==> src/rtl/core/ostp_pkg.sv <==
// Shared constants, types and the rounding multiply for the order statistic
// tail probability unit. No dependencies.
package ostp_pkg;

  localparam int MAX_DISTS = 8;
  localparam int FRAC_BITS = 16;
  localparam int NUM_LANES = MAX_DISTS + 1;

  localparam int P_W      = FRAC_BITS + 1;    // Q1.16 probability
  localparam int CNT_W    = FRAC_BITS + 2;    // count entry, headroom for rounding
  localparam int PROD_W   = CNT_W + P_W;
  localparam int SUM_W    = CNT_W + $clog2(NUM_LANES);
  localparam int LANE_W   = $clog2(NUM_LANES);
  localparam int LO_LANES = (NUM_LANES + 1) / 2;

  localparam int CFG_W     = 4;
  localparam int CFG_IDX_W = 4;

  localparam logic [P_W-1:0]    ONE_FX  = P_W'(1) << FRAC_BITS;
  localparam logic [PROD_W-1:0] HALF_FX = PROD_W'(1) << (FRAC_BITS - 1);
  localparam logic [CFG_W-1:0]  MAX_N   = CFG_W'(MAX_DISTS);

  localparam logic [CFG_IDX_W-1:0] REG_NUM_DISTS = CFG_IDX_W'(0);
  localparam logic [CFG_IDX_W-1:0] REG_RANK_K    = CFG_IDX_W'(1);

  typedef logic [NUM_LANES-1:0][CNT_W-1:0] cnt_vec_t;
  typedef logic [MAX_DISTS-1:0][P_W-1:0]   prob_vec_t;

  typedef struct packed {
    cnt_vec_t         cnt;
    prob_vec_t        prob;   // prob[0] is the one the next stage consumes
    logic [CFG_W-1:0] rank;
    logic             err;
  } stage_data_t;

  // round(a*b) to nearest, ties up, in Q.FRAC_BITS
  function automatic logic [CNT_W-1:0] mul_round(input logic [CNT_W-1:0] a,
                                                 input logic [P_W-1:0]   b);
    logic [PROD_W-1:0] prod;
    prod = PROD_W'(a) * PROD_W'(b) + HALF_FX;
    return prod[FRAC_BITS +: CNT_W];
  endfunction

endpackage

==> src/rtl/core/ostp_merge.sv <==
// Tail merge: sums the count lanes at or above the rank over two
// registered steps, saturates at 1.0, gives 0 on a configuration error. Depends on ostp_pkg.
module ostp_merge (
  input  logic                  clk_i,
  input  logic                  rst_ni,
  input  logic                  in_valid_i,
  output logic                  in_ready_o,
  input  ostp_pkg::stage_data_t in_data_i,
  output logic                  out_valid_o,
  input  logic                  out_ready_i,
  output logic [ostp_pkg::P_W-1:0] tail_prob_o,
  output logic                  config_error_o
);
  import ostp_pkg::*;

  logic             valid_a_q, valid_b_q;
  logic             ready_a, ready_b;
  logic [SUM_W-1:0] lo_d, hi_d, lo_q, hi_q, total;
  logic             err_a_q, err_b_q;
  logic [P_W-1:0]   tail_d, tail_q;

  // partial sums over the lower and upper halves of the lanes
  always_comb begin
    lo_d = '0;
    hi_d = '0;
    for (int c = 0; c < NUM_LANES; c++) begin
      if (LANE_W'(c) >= in_data_i.rank) begin
        if (c < LO_LANES) lo_d = lo_d + SUM_W'(in_data_i.cnt[c]);
        else              hi_d = hi_d + SUM_W'(in_data_i.cnt[c]);
      end
    end
  end

  assign total = lo_q + hi_q;

  always_comb begin
    if (err_a_q) begin
      tail_d = '0;
    end else if (total > SUM_W'(ONE_FX)) begin
      tail_d = ONE_FX;
    end else begin
      tail_d = total[P_W-1:0];
    end
  end

  assign ready_b    = !valid_b_q || out_ready_i;
  assign ready_a    = !valid_a_q || ready_b;
  assign in_ready_o = ready_a;

  always_ff @(posedge clk_i or negedge rst_ni) begin
    if (!rst_ni) begin
      valid_a_q <= 1'b0;
      valid_b_q <= 1'b0;
    end else begin
      if (ready_a) valid_a_q <= in_valid_i;
      if (ready_b) valid_b_q <= valid_a_q;
    end
  end

  always_ff @(posedge clk_i) begin
    if (ready_a && in_valid_i) begin
      lo_q    <= lo_d;
      hi_q    <= hi_d;
      err_a_q <= in_data_i.err;
    end
    if (ready_b && valid_a_q) begin
      tail_q  <= tail_d;
      err_b_q <= err_a_q;
    end
  end

  assign out_valid_o    = valid_b_q;
  assign tail_prob_o    = tail_q;
  assign config_error_o = err_b_q;

endmodule

==> config.mk <==
export PLATFORM = sky130hd
export DESIGN_NAME = ostp_merge
export DESIGN_NICKNAME = d
export VERILOG_FILES = /design/src/rtl/core/ostp_pkg.sv /design/src/rtl/core/ostp_merge.sv
export SDC_FILE = /design/constraint.sdc
export NUM_CORES = 1
export LEC_CHECK = 0
export BUFFER_PORTS_ARGS = -buffer_cell sky130_fd_sc_hd__buf_2
export CAP_MARGIN = 20
export CORE_UTILIZATION = 57
export CTS_CLUSTER_DIAMETER = 40
export CTS_CLUSTER_SIZE = 25
export DETAILED_ROUTE_END_ITERATION = 10
export MAX_ROUTING_LAYER = met4
export PLACE_DENSITY = 0.87
export RECOVER_POWER = 100
export SLEW_MARGIN = 0
export SYNTH_ARGS = -nofsm -noshare
export SYNTH_HDL_FRONTEND = slang
export SYNTH_SLANG_ARGS = --single-unit
==> constraint.sdc <==
create_clock -name clk_i -period 7.7 [get_ports clk_i]
set_input_delay 0.77 -clock clk_i [delete_from_list [all_inputs] [get_ports clk_i]]
set_output_delay 0.77 -clock clk_i [all_outputs]
set_load 0.005 [all_outputs]
==> results.cfg, run 1 <==
[run_status]
outcome = complete, but fails checks
failing_checks = capacitance limit, slew limit

[yosys]
post_synth_fa_ha_maj_area_fraction_pct = 20.8
synth_xor_area_share_pct = 10.4
synthSimpleGateAreaFrac_pct = 23.2
sequential_cell_area_fraction_in_the_yosys_report_pct = 19.6
ys_seq_elements = 64
synth-edff-count = 62
number_of_warning_messages_in_the_yosys_log = 0
post_synth_num_cell_types = 81
synth_top_family_by_area = simple AND/OR/NAND/NOR gates
postSynth.topFlopCell = edfxtp_1
syn_area_per_cell_um2 = 8.22
post_synthesis_instance_total = 1189
synth-compound-area-share_pct = 22.7
synthesis.area_um2 = 9770
synthesis.nets = 1652
post_synth_mux_area_share_pct = 0.410
asyncSetResetFlopFracSynth_pct = 3.13

[die]
io-pin-count = 327
floorplan.die.height_um = 133
row_count = 47
fp.dieArea_um2 = 17700
start_util_pct = 58.7
core_um2 = 16600
dieWidth_um = 133

[placement]
dpl.hpwl_um = 20300
routabilityCongestion = 0.948
port-buffer-count = 190
post_dp_cell_area_um2 = 11300
post-place-ws_ns = -0.233

[sta]
timing_hold_violations_final = 0
worst_setup_margin_ns = 0.140
grt_setup_unrepaired = yes
fmax_mhz = 132
timing.max_slew.rel_slack_pct = -78.5
fin_crit_sh_pct = 98.2
slew_viol_final = 45
final-setup-viol-count = 0
post-route-min-period_ns = 7.56
worst_slew_pin_slew_ns = 2.68
skew_ns = 0.00395

[clock_network]
root_buffer = clkbuf_16
htree_num_levels = 3
sink_count = 64
path_clk_slew_ns = 0.05
hold_buffers = 0
clock_insertion_delay_worst_skew_ns = 0.34
clock_path_buffers = 2
tritoncts = yes
numCtsBuffers = 9

[pwr]
cell_internal_pwr_mw = 1.05
p_comb_share_pct = 49.8
max-vdd-ir-drop_uv = 130
sequentialPowerShare_pct = 26.4
switching_part_of_the_total_pct = 37.5
leakage_nw = 5.52
p_sw_uw = 630
pwr-share-clk_pct = 23.8
totalPowerFinal_mw = 1.68
power_density_nw_per_um2 = 142

[global_route]
grt_use_met1_pct = 33.6
grt_max_degree = 45
use_met3_pct = 3.07
first_global_vias = 8835
use_met2_pct = 48.1
grt_util_all_layers_pct = 28.4
grt_pass1_wl_um = 39800
antenna_found_initial = 5
gr-total-overflow = 0
grt.busiest_layer = met2

[layout]
number_of_nets_in_the_finished_design = 1889
multi_input_comb_area_um2 = 7730
leading_cell_types_in_the_layout_fill_and_taps_excluded = buf_2, nor2_1, ha_1, a21oi_1, edfxtp_1
layout.filler_cells = 1254
most_common_cell_after_layout_fill_and_taps_aside = buf_2
drive_above_1_share_pct = 22.6
final-seq-area_um2 = 1910
finalCoreUtilization_pct = 70.9
synth_to_layout_area_growth_pct = 20.8
finalInstanceArea_um2 = 11800

[drt]
detailedRoute.firstIterationViolations = 557
dr.pass1.iters = 6
route.antenna.remaining_nets = 0
drc = 0
wirelength_um = 24700
drt-wirelength-per-cell_um = 14.9
detailroute.via_count = 9527
vias_per_cell = 5.75

[critical_path]
worst_path_max_delay_cell = ha_1
crit-reg2reg-capture = tail_prob_o[0]
cp_max_fo = 5
r2r-start = hi_q[0]
critPathMostFrequentCell = nor2_1
critical_path_arrival_ns = 7.64
critPathKind = in -> reg
critPathLaunchType = primary input
reg2reg_depth = 13
ff_to_ff_setup_slack_ns = 3.67
timing.critical_path.to_type = flip-flop
critical_path_buf_inv_count = 3
worst_path_top_cell_family_by_delay = compound AO/OA/AOI/OAI gates
critPathMaxStageDelay_ns = 0.34
cp_data_required_time_ns = 7.78

[run]
timing.max_cap.violations = 1

[worst_hold_path]
hold_path.class = in -> async
==> Yosys cell counts, types with 3 or more instances <==
cell type	count	area (um2)
fa_1	8	160
a211oi_1	14	105
nor3_1	36	180
a311o_1	4	40.0
a31oi_1	12	75.1
ha_1	148	1850
buf_2	3	15.0
a21o_1	46	345
inv_1	44	165
clkbuf_1	15	56.3
xor2_1	52	455
o22ai_1	3	18.8
nand3_1	28	140
or2_2	8	50.1
nand4_1	3	18.8
o2111ai_1	3	26.3
o21ai_1	4	20.0
a31o_2	4	35.0
nor3_2	8	80.1
and2_1	52	325
o21bai_1	24	180
or3_1	13	81.3
o31ai_1	8	60.1
o21a_1	12	90.1
a21boi_0	5	37.5
o21ai_0	56	280
and3_1	16	100
xnor2_1	62	543
nand3b_1	6	45.0
nor2b_1	21	131
a41oi_1	3	26.3
nor4_1	3	18.8
nor3b_1	11	82.6
o211ai_1	10	75.1
a21oi_1	93	465
mux2i_1	4	40.0
nand2_1	58	218
nor2_1	158	593
nand2b_1	20	125
edfxtp_1	62	1860
a221o_1	3	30.0
==> per-layer routing <==
| metal | up-vias | routed length [um] |
|---|---|---|
| met5 | - | 0 |
| met3 | 89 | 1070 |
| met2 | 342 | 11700 |
| li1 | 4827 | - |
| met4 | 0 | 1220 |
| met1 | 4269 | 10700 |
==> through the flow <==
step                std cells  hold slack [ns]  setup TNS [ns]
floorplan                1189            0.426               0
global placement         1627            0.443          -0.171
detailed placement       1627            0.443          -0.613
CTS                      1643            0.206               0
global route             1656            0.222          -0.709
finish                   1656            0.216               0
==> worst max-delay path by stage <==
stage                       startpoint       end  slack (ns)  cells after the start
final                     in_data_i[2]  lo_q[19]        0.14                     38
after global placement    in_data_i[3]  lo_q[20]       -0.09                     36
after detailed placement  in_data_i[3]  lo_q[19]       -0.23                     37
after floorplan           in_data_i[3]  lo_q[19]      0.0007                     37
after CTS                 in_data_i[3]  lo_q[19]        0.10                     37
after global routing      in_data_i[2]  lo_q[20]       -0.20                     38
==> state kept, by name (all words and copies together), names as in the netlist <==
signal          count
out_valid_o         1
valid_a_q           1
err_a_q             1
config_error_o      1
hi_q               21
lo_q               22
tail_prob_o        17
==> power by group through the flow <==
stage,combinational [mW],clock [mW],sequential [mW]
2_1_floorplan,0.597,0,0.443
3_3_place_gp,0.774,0,0.448
3_5_place_dp,0.803,0,0.450
4_1_cts,0.813,0.402,0.443
5_1_grt,0.929,0.420,0.446
6_report,0.835,0.399,0.443
==> area by class of cell <==
class | instances | share of cell area (%)
Multi-Input combinational cell | 1057 | 65.5
Sequential cell | 64 | 16.2
Timing Repair Buffer | 249 | 11.9
Tap cell | 220 | 2.33
Clock buffer | 9 | 1.91
Inverter | 45 | 1.43
Clock inverter | 7 | 0.604
Antenna cell | 5 | 0.106
==> cell families (layout without fill, tap and decap cells) <==
family,count (synthesis),count (layout)
compound gates,330,330
xor+xnor,115,115
fa+ha+maj,158,158
buf+inv,68,310
flops,64,64
mux,4,4
other cells,1,6
simple gates,449,449
==> repair_timing <==
action,4_1_cts,5_1_grt
buffers inserted,0,7
setup endpoints to repair,0,5
gates resized for setup,0,31
Power figures use the tool's default switching activity.
==> run 2, diff against run 1 <==
--- a/config.mk
+++ b/config.mk
@@ -7,12 +7,12 @@
 export LEC_CHECK = 0
 export BUFFER_PORTS_ARGS = -buffer_cell sky130_fd_sc_hd__buf_2
 export CAP_MARGIN = 20
-export CORE_UTILIZATION = 57
+export CORE_UTILIZATION = 53
 export CTS_CLUSTER_DIAMETER = 40
 export CTS_CLUSTER_SIZE = 25
 export DETAILED_ROUTE_END_ITERATION = 10
 export MAX_ROUTING_LAYER = met4
-export PLACE_DENSITY = 0.87
+export PLACE_DENSITY = 0.81
 export RECOVER_POWER = 100
 export SLEW_MARGIN = 0
 export SYNTH_ARGS = -nofsm -noshare
==> constraint.sdc (replaced) <==
create_clock -name clk_i -period 8 [get_ports clk_i]
set_input_delay 0.8 -clock clk_i [delete_from_list [all_inputs] [get_ports clk_i]]
set_output_delay 0.8 -clock clk_i [all_outputs]
set_load 0.005 [all_outputs]
==> run 2 against run 1 <==
Net effect:
- the run still ends with capacitance limit, slew limit left
- setup slack gained 0.19 ns
- clock skew up 0.0037 ns
- final area decreased by 2.4%
- flip-flop and latch count unchanged
- total power decreased by 4.3%
- cell count fell by 0.97%
- worst hold slack better by 0.015 ns
- non-clock buffer count shrank 25
- combinational power down 7.7%
- critical path depth is 3 lower
- sequential power down 4%
- global-route usage down 2.9 points
==> results.cfg, run 2 (synthesized netlist as in run 1, its figures left out) <==
[run_status]
outcome = complete, but fails checks
failing_checks = capacitance limit, slew limit

[pwr]
p_comb_share_pct = 48.0
leakage_nw = 5.34
switching_part_of_the_total_pct = 36.4
totalPowerFinal_mw = 1.61
cell_internal_pwr_mw = 1.02
p_sw_uw = 584
sequentialPowerShare_pct = 26.6
pwr-share-clk_pct = 25.4
max-vdd-ir-drop_uv = 217
power_density_nw_per_um2 = 139

[sta]
fin_crit_sh_pct = 95.9
timing_hold_violations_final = 0
final.hold.worst_slack_ns = 0.231
skew_ns = 0.00763
worst_slew_pin_slew_ns = 2.69
slew_viol_final = 45
worst_setup_margin_ns = 0.332
timing.max_slew.rel_slack_pct = -79.7
post-route-min-period_ns = 7.67
final-setup-viol-count = 0
fmax_mhz = 130

[layout]
drive_above_1_share_pct = 18.9
largest_register_ffs = 22
registers.top_by_ff_count = lo_q
most_common_cell_after_layout_fill_and_taps_aside = buf_2
number_of_nets_in_the_finished_design = 1864
synth_to_layout_area_growth_pct = 17.9
final_cell_count_no_fill = 1640
finalCoreUtilization_pct = 63.9
leading_cell_types_in_the_layout_fill_and_taps_excluded = buf_2, nor2_1, ha_1, a21oi_1

[placement]
port-buffer-count = 190
post-place-ws_ns = -0.157
routabilityCongestion = 0.931
post-place-cells = 1614
dpl.hpwl_um = 19600

[drt]
drc = 0
dr.pass1.iters = 7
vias_per_cell = 5.57
detailroute.via_count = 9135
detailedRoute.firstIterationViolations = 361
route.antenna.remaining_nets = 0
wirelength_um = 23400
drt-wirelength-per-cell_um = 14.3

[die]
row_count = 49
dieWidth_um = 138
fp.dieArea_um2 = 19000
core_um2 = 18000
start_util_pct = 54.2
floorplan.die.height_um = 138
io-pin-count = 327

[clock_network]
htree_num_levels = 3
root_buffer = clkbuf_16
numCtsBuffers = 9
clock_path_buffers = 2
sink_count = 64
tritoncts = yes
path_clk_slew_ns = 0.05
clock_insertion_delay_worst_skew_ns = 0.34

[critical_path]
ff_to_ff_setup_slack_ns = 3.61
cp_data_required_time_ns = 8.08
critical_path_arrival_ns = 7.75
critPathMaxStageDelay_ns = 0.40
critPathKind = in -> reg
worst_path_max_delay_cell = nor4_4
cp_max_fo = 3
critPathLaunchType = primary input
timing.critical_path.to_type = flip-flop

[global_route]
grt_max_degree = 45
gr-total-overflow = 0
antenna_found_initial = 5
first_global_vias = 8290
grt_util_all_layers_pct = 25.4
grt_pass1_wl_um = 37600

[run]
timing.max_cap.violations = 1

[worst_hold_path]
hold_path.class = in -> async
run 2: cell types whose count changed in the layout (fill, tap and decap cells not counted), moves of 2 or more:
cell        change
buf_6           -2
and2_1          -5
clkbuf_1       +15
buf_4          -25
clkinvlp_4      -2
a31oi_2         -3
clkinv_1        +2
maj3_1          +2
buf_2          -13
and2_0          +6
a31oi_1         +2
maj3_2          -2
run 2: area by class of cell:
class | instances | area, um2
repair buffers | 224 | 1180
flip-flops and latches | 64 | 1910
diodes | 5 | 12.5
multi-input cells | 1057 | 7650
well taps | 229 | 287
clock inverters | 7 | 86.3
fillers | 1603 | 6500
inverters | 45 | 169
clock buffers | 9 | 225
run 2: path summary, 6_finish.rpt:
check	startpoint	to	depth (start not counted)
setup / recovery	in_data_i[2]	lo_q[19]	35
hold / removal	rst_ni	valid_a_q	1
setup reg to reg	lo_q[0]	tail_prob_o[2]	13
hold reg to reg	err_a_q	config_error_o	0
max in group asynchronous	rst_ni	out_valid_o	1
min in group clk_i	err_a_q	config_error_o	0
run 2: critical path: cells and delay by family:
family	cells	cell delay [ns]
XOR/XNOR	4	0.65
buffers and inverters	1	0.12
AND/OR/NAND/NOR	11	1.85
adder cells (fa/ha/maj)	5	1.42
AO/OA/AOI/OAI	14	2.89
run 2: through the flow:
stage | area [um2] | TNS, ns
floorplan | 9780 | 0
global placement | 11100 | -0.0693
detailed placement | 11100 | -0.463
CTS | 11400 | 0
global route | 11500 | -0.0934
finish | 11500 | 0
run 2: power by group through the flow:
stage                     registers [mW]  logic, mW  clock network [mW]
after CTS                          0.426      0.764               0.411
after detailed placement           0.432      0.758                   0
after floorplan                    0.427      0.573                   0
after global routing               0.429      0.865               0.426
after global placement             0.431      0.740                   0
final                              0.427      0.771               0.408
run 2: repair_timing:
action	in CTS	in global routing
setup endpoints to repair	0	5
resized for setup	0	18
setup buffers	0	5
endpoints found under the hold margin	0	0
hold buffers	0	0
run 2: per-layer routing:
| layer | wire length, um | GRT usage (%) | up-vias |
|---|---|---|---|
| li1 | - | - | 4771 |
| met1 | 10900 | 31.9 | 4100 |
| met2 | 11000 | 42.5 | 220 |
| met3 | 884 | 2.58 | 44 |
| met4 | 612 | 9.00 | 0 |
| met5 | 0 | - | - |
==> run 3, diff against run 2 <==
--- a/config.mk
+++ b/config.mk
@@ -7,12 +7,12 @@
 export LEC_CHECK = 0
 export BUFFER_PORTS_ARGS = -buffer_cell sky130_fd_sc_hd__buf_2
 export CAP_MARGIN = 20
-export CORE_UTILIZATION = 53
+export CORE_UTILIZATION = 57
 export CTS_CLUSTER_DIAMETER = 40
 export CTS_CLUSTER_SIZE = 25
 export DETAILED_ROUTE_END_ITERATION = 10
 export MAX_ROUTING_LAYER = met4
-export PLACE_DENSITY = 0.81
+export PLACE_DENSITY = 0.87
 export RECOVER_POWER = 100
 export SLEW_MARGIN = 0
 export SYNTH_ARGS = -nofsm -noshare
==> constraint.sdc (replaced) <==
create_clock -name clk_i -period 9.45 [get_ports clk_i]
set_input_delay 0.945 -clock clk_i [delete_from_list [all_inputs] [get_ports clk_i]]
set_output_delay 0.945 -clock clk_i [all_outputs]
set_load 0.005 [all_outputs]
==> run 3 against run 2 <==
Net effect:
- clock skew shrank 0.0012 ns
- sequential share of layout area increased by 0.54 points
- routed wire length is 1.7% lower
- cell count fell by 2.3%
- combinational power decreased by 17%
- largest power group unchanged
- setup slack improved by 0.72 ns
- first-iteration DRC count is 21% higher
- non-clock buffer count shrank 30
- highest routed layer unchanged
- critical path type unchanged
- the run still ends with capacitance limit, slew limit left
- global-route usage is 1.4 points higher
- utilization rose by 3.1 points
==> results.cfg, run 3 (synthesized netlist as in run 1, its figures left out) <==
[layout]
multi_input_comb_area_um2 = 7560
synth_to_layout_area_growth_pct = 14.2
number_of_nets_in_the_finished_design = 1834
registers.top_by_ff_count = lo_q
drive_above_1_share_pct = 17.0
largest_register_ffs = 22
most_common_cell_after_layout_fill_and_taps_aside = buf_2
final-seq-area_um2 = 1910
leading_cell_types_in_the_layout_fill_and_taps_excluded = buf_2, nor2_1, ha_1, a21oi_1
layout.filler_cells = 1389

[critical_path]
crit_path_start = in_data_i[3]
critPathLaunchType = primary input
cp_max_fo = 9
ff_to_ff_setup_slack_ns = 5.07
critical_path_arrival_ns = 8.47
critPathKind = in -> reg
worst_path_max_delay_cell = a2111oi_0
r2r-start = lo_q[0]
crit-reg2reg-capture = tail_prob_o[1]
critPathMaxStageDelay_ns = 0.61
cp_data_required_time_ns = 9.52
crit_path_end = lo_q[20]
reg2reg_depth = 13
timing.critical_path.to_type = flip-flop
critPathMostFrequentCell = nor2_1

[worst_hold_path]
hold_path.class = in -> async

[die]
start_util_pct = 58.7
row_count = 47
core_um2 = 16600
io-pin-count = 327
floorplan.die.height_um = 133
fp.dieArea_um2 = 17700
dieWidth_um = 133

[clock_network]
clock_insertion_delay_worst_skew_ns = 0.33
numCtsBuffers = 9
ctsResizeCount = 0
clock_path_buffers = 2
post_cts_setup_buffer_count = 0
sink_count = 64
tritoncts = yes
hold_buffers = 0
root_buffer = clkbuf_16
path_clk_slew_ns = 0.05
htree_num_levels = 3

[drt]
detailroute.via_count = 9073
vias_per_cell = 5.66
route.antenna.remaining_nets = 0
drt-wirelength-per-cell_um = 14.4
detailedRoute.firstIterationViolations = 438
drc = 0
dr.pass1.iters = 5
wirelength_um = 23000

[run_status]
outcome = complete, but fails checks
failing_checks = capacitance limit, slew limit

[placement]
routabilityCongestion = 0.917
dpl.hpwl_um = 19500
port-buffer-count = 190

[sta]
fin_tns_setup_ns = 0
final.hold.worst_slack_ns = 0.387
fin_crit_sh_pct = 88.9
slew_viol_final = 45
timing_hold_violations_final = 0
grt_setup_unrepaired = no
timing.max_slew.rel_slack_pct = -78.6
final-setup-viol-count = 0
fmax_mhz = 119
worst_slew_pin_slew_ns = 2.68
skew_ns = 0.00639
post-route-min-period_ns = 8.40

[global_route]
first_global_vias = 8486
grt_util_all_layers_pct = 26.9
antenna_found_initial = 5
gr-total-overflow = 0
grt_max_degree = 45
grt_pass1_wl_um = 37900

[pwr]
power_density_nw_per_um2 = 115
leakage_nw = 5.21
max-vdd-ir-drop_uv = 109

[run]
timing.max_cap.violations = 1
==> run 3: final cells by class <==
cell class                 count  share of cell area (%)
inverter                      45                    1.51
antenna                        7                   0.157
tap                          220                    2.47
sequential                    64                    17.1
clock buffer                  12                    2.12
clock inverter                 4                   0.191
multi-input combinational   1057                    67.7
timing repair buffer         194                    8.74
==> run 3: worst min path at each step <==
stage	startpoint	end	slack (ns)	depth (start not counted)
2_1_floorplan	err_a_q	config_error_o	0.43	0
3_3_place_gp	err_a_q	config_error_o	0.44	0
3_5_place_dp	err_a_q	config_error_o	0.44	0
4_1_cts	rst_ni	valid_a_q	0.38	1
5_1_grt	rst_ni	valid_a_q	0.39	1
6_report	rst_ni	valid_a_q	0.39	1
==> run 3: metrics by stage <==
step / util (%) / cell area (um2) / cells / total power [mW] / setup WS (ns)
CTS: 67.2 / 11200 / 1596 / 1.29 / 1.21
global placement: 65.6 / 10900 / 1580 / 0.977 / 0.911
detailed placement: 65.6 / 10900 / 1580 / 0.997 / 0.893
floorplan: - / 9770 / 1189 / 0.846 / 1.20
global route: 67.0 / 11200 / 1601 / 1.37 / 0.325
finish: 67.1 / 11200 / 1603 / 1.28 / 1.05
==> run 3: report_power, final <==
| part | switching (mW) | internal (mW) |
|---|---|---|
| clock network | 0.109 | 0.175 |
| registers | 0.0119 | 0.350 |
| logic | 0.360 | 0.278 |
==> run 3: worst max-delay path, delay by kind of cell <==
family | cells | cell delay (ns)
xor gates and xnor gates | 3 | 0.48
AOI/OAI and AO/OA | 13 | 3.42
and+or+nand+nor | 11 | 1.84
buffers and inverters | 1 | 0.17
adders and majority gates | 5 | 1.62
==> run 3: layer usage <==
layer  track usage [%]  vias to the layer above  part of all wire [%]
met5                 -                        -                     0
met4              13.5                        0                   4.3
met3              1.99                       60                   4.0
met2              44.7                      268                    47
met1              32.8                     4033                    45
li1                  -                     4712                     -
